File: config.mk
export PLATFORM = sky130hd
export DESIGN_NAME = csd_merge
export DESIGN_NICKNAME = d
export VERILOG_FILES = /design/src/csd_pkg.sv /design/src/csd_merge.sv
export SDC_FILE = /design/constraint.sdc
export NUM_CORES = 1
export LEC_CHECK = 0
export ABC_AREA = 1
export BUFFER_PORTS_ARGS = -buffer_cell sky130_fd_sc_hd__buf_2
export CORE_AREA = 3 3 259 197
export DETAILED_ROUTE_END_ITERATION = 8
export DIE_AREA = 0 0 262 200
export RECOVER_POWER = 25
export SLEW_MARGIN = 5
export SYNTH_ARGS = -nofsm -noshare
export SYNTH_HDL_FRONTEND = slang
export SYNTH_SLANG_ARGS = --single-unit
File: constraint.sdc
create_clock -name clk_i -period 8.11 [get_ports clk_i]
set_clock_uncertainty 0.2 [all_clocks]
set_input_delay 2.433 -clock clk_i [delete_from_list [all_inputs] [get_ports clk_i]]
set_output_delay 2.433 -clock clk_i [all_outputs]
set_load 0.02 [all_outputs]
File: src/csd_pkg.sv
// shared types, constants and signal table of the can sensor frame decoder
// no dependencies
package csd_pkg;

  localparam int FRAC_BITS = 16;
  localparam int NUM_LANES = 4;
  localparam int VAL_W     = 48;
  localparam int SH_W      = $clog2(FRAC_BITS + 1);
  localparam int CNT_W     = 3;
  // frame control stages: input register plus the five lane stages
  localparam int NUM_STG   = 6;

  localparam logic [10:0] ID_VEL  = 11'h7E0;
  localparam logic [10:0] ID_DIST = 11'h7E1;
  localparam logic [10:0] ID_ATT  = 11'h7E2;
  localparam logic [10:0] ID_RATE = 11'h7E7;

  // seen flag bits
  localparam logic [2:0] SEEN_TIME = 3'b001;
  localparam logic [2:0] SEEN_VEL  = 3'b010;
  localparam logic [2:0] SEEN_DIST = 3'b100;
  localparam logic [2:0] SEEN_ALL  = 3'b111;

  // odd part of the divisor; the power-of-two part lives in the shift
  localparam logic [6:0] ODD_125 = 7'd125;
  localparam logic [6:0] ODD_25  = 7'd25;
  localparam logic [5:0] HALF_125 = 6'd62;
  localparam logic [5:0] HALF_25  = 6'd12;

  // reciprocals, exact floor division for 32-bit (first) and 31-bit (second) dividends
  localparam logic [32:0] RCP1_125 = 33'd4398046512;
  localparam int          RSH1_125 = 39;
  localparam logic [32:0] RCP1_25  = 33'd5497558139;
  localparam int          RSH1_25  = 37;
  localparam logic [31:0] RCP2_125 = 32'd2199023256;
  localparam int          RSH2_125 = 38;
  localparam logic [31:0] RCP2_25  = 32'd2748779070;
  localparam int          RSH2_25  = 36;

  typedef enum logic [2:0] {
    KIND_NONE,
    KIND_VEL,
    KIND_DIST,
    KIND_ATT,
    KIND_RATE
  } frame_kind_e;

  typedef enum logic [1:0] {
    DIV_1,
    DIV_25,
    DIV_125
  } div_sel_e;

  typedef struct packed {
    logic [3:0] code;
    logic       wide;   // four-byte field
    logic       sgn;    // ones' complement signed
    logic       x9;     // numerator 9
    div_sel_e   div;
    logic [1:0] k;      // power-of-two part of the denominator
  } sig_def_t;

  typedef struct packed {
    logic [3:0]       code;
    logic             neg;
    logic [VAL_W-1:0] sum;
  } lane_res_t;

  typedef struct packed {
    logic [CNT_W-1:0] cnt;
    logic             complete;
  } csd_frame_t;

  function automatic sig_def_t mk_def(logic [3:0] code, logic wide, logic sgn,
                                      logic x9, div_sel_e div, logic [1:0] k);
    sig_def_t d;
    d.code = code;
    d.wide = wide;
    d.sgn  = sgn;
    d.x9   = x9;
    d.div  = div;
    d.k    = k;
    return d;
  endfunction

  // signal table: lane j handles the signal starting at byte 2*j
  function automatic sig_def_t lane_def(frame_kind_e kind, logic [1:0] lane);
    sig_def_t d;
    d = mk_def(4'd0, 1'b0, 1'b0, 1'b0, DIV_1, 2'd0);
    case (kind)
      KIND_VEL: begin
        case (lane)
          2'd0: d = mk_def(4'd5, 1'b0, 1'b1, 1'b1, DIV_125, 2'd1);
          2'd1: d = mk_def(4'd6, 1'b0, 1'b1, 1'b1, DIV_125, 2'd1);
          2'd2: d = mk_def(4'd7, 1'b0, 1'b1, 1'b1, DIV_125, 2'd1);
          default: d = mk_def(4'd8, 1'b0, 1'b1, 1'b0, DIV_25, 2'd2);
        endcase
      end
      KIND_DIST: d = mk_def(4'd4, 1'b1, 1'b1, 1'b0, DIV_125, 2'd3);
      KIND_ATT: begin
        case (lane)
          2'd0: d = mk_def(4'd0, 1'b0, 1'b1, 1'b0, DIV_25, 2'd2);
          2'd1: d = mk_def(4'd1, 1'b0, 1'b1, 1'b0, DIV_25, 2'd2);
          2'd2: d = mk_def(4'd2, 1'b0, 1'b0, 1'b0, DIV_1, 2'd0);
          default: d = mk_def(4'd3, 1'b0, 1'b0, 1'b0, DIV_25, 2'd2);
        endcase
      end
      KIND_RATE: begin
        case (lane)
          2'd0: d = mk_def(4'd9, 1'b0, 1'b1, 1'b0, DIV_25, 2'd1);
          2'd1: d = mk_def(4'd10, 1'b0, 1'b1, 1'b0, DIV_25, 2'd1);
          default: d = mk_def(4'd11, 1'b0, 1'b1, 1'b0, DIV_25, 2'd1);
        endcase
      end
      default: d = mk_def(4'd0, 1'b0, 1'b0, 1'b0, DIV_1, 2'd0);
    endcase
    return d;
  endfunction

  function automatic logic [CNT_W-1:0] kind_count(frame_kind_e kind);
    logic [CNT_W-1:0] n;
    case (kind)
      KIND_VEL:  n = CNT_W'(4);
      KIND_DIST: n = CNT_W'(1);
      KIND_ATT:  n = CNT_W'(4);
      KIND_RATE: n = CNT_W'(3);
      default:   n = '0;
    endcase
    return n;
  endfunction

  function automatic logic [2:0] kind_seen(frame_kind_e kind);
    logic [2:0] s;
    case (kind)
      KIND_VEL:  s = SEEN_VEL;
      KIND_DIST: s = SEEN_DIST;
      KIND_ATT:  s = SEEN_TIME;
      default:   s = 3'b000;
    endcase
    return s;
  endfunction

endpackage

File: src/csd_merge.sv
// merge stage: takes all lane results of one frame and sends them one beat at a time
// uses csd_pkg
module csd_merge (
  input  logic                clk_i,
  input  logic                rst_ni,
  input  logic                load_i,
  input  csd_pkg::csd_frame_t frame_i,
  input  csd_pkg::lane_res_t  res_i [csd_pkg::NUM_LANES],
  output logic                free_o,
  output logic                out_valid_o,
  input  logic                out_stall_i,
  output logic [3:0]          signal_code_o,
  output logic signed [47:0]  value_o,
  output logic                last_o,
  output logic                record_complete_o
);
  import csd_pkg::*;

  logic [CNT_W-1:0] rem_q;
  logic [1:0]       ptr_q;
  logic             cmpl_q;
  logic [VAL_W-1:0] val_q [NUM_LANES];
  logic [3:0]       code_q [NUM_LANES];
  logic             fire, take;

  assign out_valid_o = (rem_q != '0);
  assign fire        = out_valid_o & ~out_stall_i;
  assign free_o      = (rem_q == '0) | (fire & (rem_q == CNT_W'(1)));
  assign take        = load_i & free_o;

  always_ff @(posedge clk_i or negedge rst_ni) begin
    if (!rst_ni) begin
      rem_q  <= '0;
      ptr_q  <= '0;
      cmpl_q <= 1'b0;
    end else if (take) begin
      rem_q  <= frame_i.cnt;
      ptr_q  <= '0;
      cmpl_q <= frame_i.complete;
    end else if (fire) begin
      rem_q <= rem_q - CNT_W'(1);
      ptr_q <= ptr_q + 2'd1;
    end
  end

  // sign applied on the way in
  always_ff @(posedge clk_i) begin
    if (take) begin
      for (int i = 0; i < NUM_LANES; i++) begin
        val_q[i]  <= res_i[i].neg ? (VAL_W'(0) - res_i[i].sum) : res_i[i].sum;
        code_q[i] <= res_i[i].code;
      end
    end
  end

  assign signal_code_o     = code_q[ptr_q];
  assign value_o           = val_q[ptr_q];
  assign last_o            = (rem_q == CNT_W'(1));
  assign record_complete_o = last_o & cmpl_q;

endmodule

### Yosys cells after proc, flatten, opt, wreduce, memory -nomap -nowiden

Memory sizes are Yosys's and may differ from the RTL's.
Index checks and enable logic that the tools add are counted.

* reduce and logical (&&, ||, !) cells: 3
* add/sub/neg operators: 6
* muxes and demuxes: 10
* equality and inequality tests: 1
* bitwise logic cells: 6

Operator list (count)
* 2-to-1 mux 48 bit: 4
* subtractor 1 x 48 -> 48 bit, first input constant: 4
* 2-to-1 mux 3 bit: 2
* AND 1 bit: 4
* 2-to-1 mux 2 bit: 2
* equality test 3 x 1 -> 1 bit, second input constant: 1
* zero test 3 bit: 1
* nonzero test 3 bit: 1
* subtractor 3 x 1 -> 3 bit, second input constant: 1
* adder 2 x 1 -> 2 bit, second input constant: 1
* 2-to-1 mux 1 bit: 2
* nonzero test 2 bit: 1
* inverter 1 bit: 1
* OR 1 bit: 1

* memories kept: 2
* bits of input ports: 220
* RAM bits: 208
* word-level logic and storage cells: 31
* register bits: 6

Memories
* val_q: depth 4, width 48, read ports 1, clocked after memory_dff 0, write ports 4, RTL line csd_merge.sv:22 `logic [VAL_W-1:0] val_q [NUM_LANES];`
* code_q: depth 4, width 4, read ports 1, clocked after memory_dff 0, write ports 4, RTL line csd_merge.sv:23 `logic [3:0] code_q [NUM_LANES];`

### Depth between registers and ports, before layout

* depth after elaboration: 7
* gate-level depth with buffers: 10

### Worst setup path after synthesis

Ideal clock, no wire load.

* path kind: input to register
* start: in out_stall_i
* end: mem code_q[0][0], enable pin
* data arrival time: 5.258 ns
* stages: 3
* library setup time: 0.470 ns
* slack: 2.182 ns
* buffers on the path: 0
* path through: o21ai_1 nand2_1 inv_2

RTL lines
* start: declaration: RTL line csd_merge.sv:11 `input logic out_stall_i,`
* end: declaration: RTL line csd_merge.sv:23

==> reports/qor.yml <==
grt_start_max_net_pins: 117
pwr-share-seq_pct: 36.5
h-tree-depth: 1
worstSetupStartpoint: "res_i[154]"
synth_fa_ha_area_share_pct: 0.601
ctsLongestPathBuffers: 3
nFillCells: 5370
synth_compound_area_share_pct: 8.70
cts_root_buf: "clkbuf_16"
grt_usage_pct: 21.6
switchingPower_w: 0.00189
worstRegToRegCells: 7
syn-num-nets: 2224
max-slew-margin-rel_pct: -50.8
critPathLaunchType: "input pin"
dr.pass1.iters: 5
die_width_um: 262
outcome: "finished, violations left"
cp-end-kind: "register"
swShare_pct: 42.2
drc: 0
die-area_um2: 52400
async_flop_share_pct: 2.80
maxCapViolations: 4
mostFrequentLayoutCells: "nand2_1, nor2_1, buf_2"
dp_slack_ns: 2.58
critPathKind: "input pin to register"
max_freq_mhz: 173
finalCritPeriodShare_pct: 71.3
synth_area_per_cell_um2: 7.30
drt_iter0_markers: 1377
fp-row-count: 70
p_comb_share_pct: 41.1
initial_core_util_pct: 29.9
placed_cell_area_um2: 16600
vias_per_cell: 4.98
synthCells: 1997
setup_viol: 0
wl_per_cell_um: 20.2
rrSetupSlack_ns: 5.03
cp_data_required_time_ns: 8.18
synthFlopType: "edfxtp_1"
total_power_w: 0.00449
ys_seq_elements: 214
hpwl_um: 47700
fp.coreArea_um2: 48700
antenna_found_initial: 3
ios: 276
drive_gt1_share_pct: 15.4
cts_buffers: 23
synth-edff-count: 208
period_needed_ns: 5.79
synth-seq-area-share_pct: 43.9
rsz0062_at_grt: "false"
synth_xor_area_share_pct: 5.65
r2r-start: "rem_q[1]$_DFFE_PN0P_"
p_leak_nw: 7.14
ys_warn_count: 0
finalHoldViolCount: 0
final_common_cell: "nand2_1"
cts_resized: 0
vdd_drop_max_uv: 205
cts.sinks: 214
setup_slack_ns: 2.32
dr_total_vias: 14500
cts_tree: "yes"
clkPwrFrac_pct: 22.4
gp_congestion: 0.926
drv_slew: 186
synthSimpleGateAreaFrac_pct: 35.5
finalInstanceArea_um2: 17200
drt_wl_total_um: 59000
post-place-cells: 2873
hp-class: "register to register"
tightestPinTransition_ns: 2.26
critPathArrivalTime_ns: 5.86
nets: 2477
ant_nets: 0
power.density_nw_per_um2: 261
path_clk_slew_ns: 0.06
yosysUniqueCellTypes: 31
clk_latency_ns: 0.52
grt_pass1_wl_um: 84000
cts_setup_buffers: 0
p_int_w: 0.00259
stdcell_count: 2916
muxShareOfSynthArea_pct: 0
cp_max_fo: 43
syn2layout_area_growth_pct: 18.0
synth_top_family_by_area: "simple AND/OR/NAND/NOR gates"
cp-endpoint: "val_q[1][2]$_DFFE_PP_"
grt_overflow: 0
io_buffers: 275
grt_pass1_vias: 13300
hold_buffers: 0
r2r_end: "val_q[0][37]$_DFFE_PP_"
fp.dieH_um: 200
tns_ns: 0
synth_area_um2: 14600
violations: "capacitance limit, slew limit"
-- area by class of cell --
type                    instances  area [um^2]  share of cell area (%)
repair buffers                282         1410                    8.19
clock inverters                 9         75.1                   0.437
clock buffers                  33          633                    3.68
multi-input cells            1575         7280                    42.3
inverters                     154          586                    3.41
flip-flops and latches        214         6400                    37.2
well taps                     648          811                    4.72
diodes                          1         2.50                  0.0146
-- flip-flops by register name, indices dropped and copies added, names as in the netlist --
name / cells
cmpl_q: 1
code_q: 16
ptr_q: 2
rem_q: 3
val_q: 192
-- cell usage after synthesis, drive strengths merged, types with 10 or more instances --
| cell | number | share of area [%] |
|---|---|---|
| nand2 | 623 | 16 |
| nor2 | 453 | 12 |
| edfxtp | 208 | 43 |
| o21ai | 155 | 5.8 |
| inv | 153 | 3.9 |
| nand3 | 115 | 4.2 |
| nand4 | 54 | 2.3 |
| o22ai | 52 | 2.2 |
| xnor2 | 48 | 2.9 |
| xor2 | 46 | 2.8 |
| buf | 30 | 1.1 |
| clkbuf | 24 | 0.62 |
| o211ai | 10 | 0.52 |
-- worst min path at each step --
stage	slack [ns]	startpoint	end	cells after the start
floorplan	0.28	rem_q[1]$_DFFE_PN0P_	rem_q[1]$_DFFE_PN0P_	2
global placement	0.30	rem_q[1]$_DFFE_PN0P_	rem_q[1]$_DFFE_PN0P_	2
detailed placement	0.31	rem_q[1]$_DFFE_PN0P_	rem_q[1]$_DFFE_PN0P_	2
CTS	0.32	rem_q[1]$_DFFE_PN0P_	rem_q[1]$_DFFE_PN0P_	2
global route	0.35	rem_q[1]$_DFFE_PN0P_	rem_q[1]$_DFFE_PN0P_	2
finish	0.32	rem_q[1]$_DFFE_PN0P_	rem_q[1]$_DFFE_PN0P_	2
-- power by group through the flow --
stage / Sequential (W) / Combinational (W) / Clock (W)
6_report: 0.00164 / 0.00184 / 0.00101
5_1_grt: 0.00165 / 0.00200 / 0.00107
4_1_cts: 0.00164 / 0.00185 / 0.00102
3_5_place_dp: 0.00165 / 0.00184 / 0
3_3_place_gp: 0.00166 / 0.00181 / 0
2_1_floorplan: 0.00162 / 0.00112 / 0
-- worst max-delay path, cell delays in order --
cell,delay (ns)
buf_2,0.07
clkbuf_1,1.60
clkinv_1,1.13
nor2_1,0.34
xnor2_1,0.18
inv_1,0.07
-- cells by family after synthesis --
group / Yosys count
DFF: 214
xor gates and xnor gates: 94
buffers and inverters: 208
adders and majority gates: 7
and+or+nand+nor: 1253
AOI/OAI and AO/OA: 221
-- metrics by stage --
| stage | util [%] | hold WS (ns) |
|---|---|---|
| after floorplan | - | 0.280 |
| after global placement | 34.0 | 0.297 |
| after detailed placement | 34.0 | 0.309 |
| after CTS | 35.5 | 0.325 |
| after global routing | 35.3 | 0.345 |
| final | 35.3 | 0.325 |
-- per-layer routing --
metal	global-route usage (%)	wire length, um	vias up
met5	0	27	-
met4	5.33	1510	4
met3	4.65	5040	73
met2	31.6	24700	538
met1	32.4	27700	6811
li1	-	-	7095
Note: power is estimated with default switching activity, not from simulation.
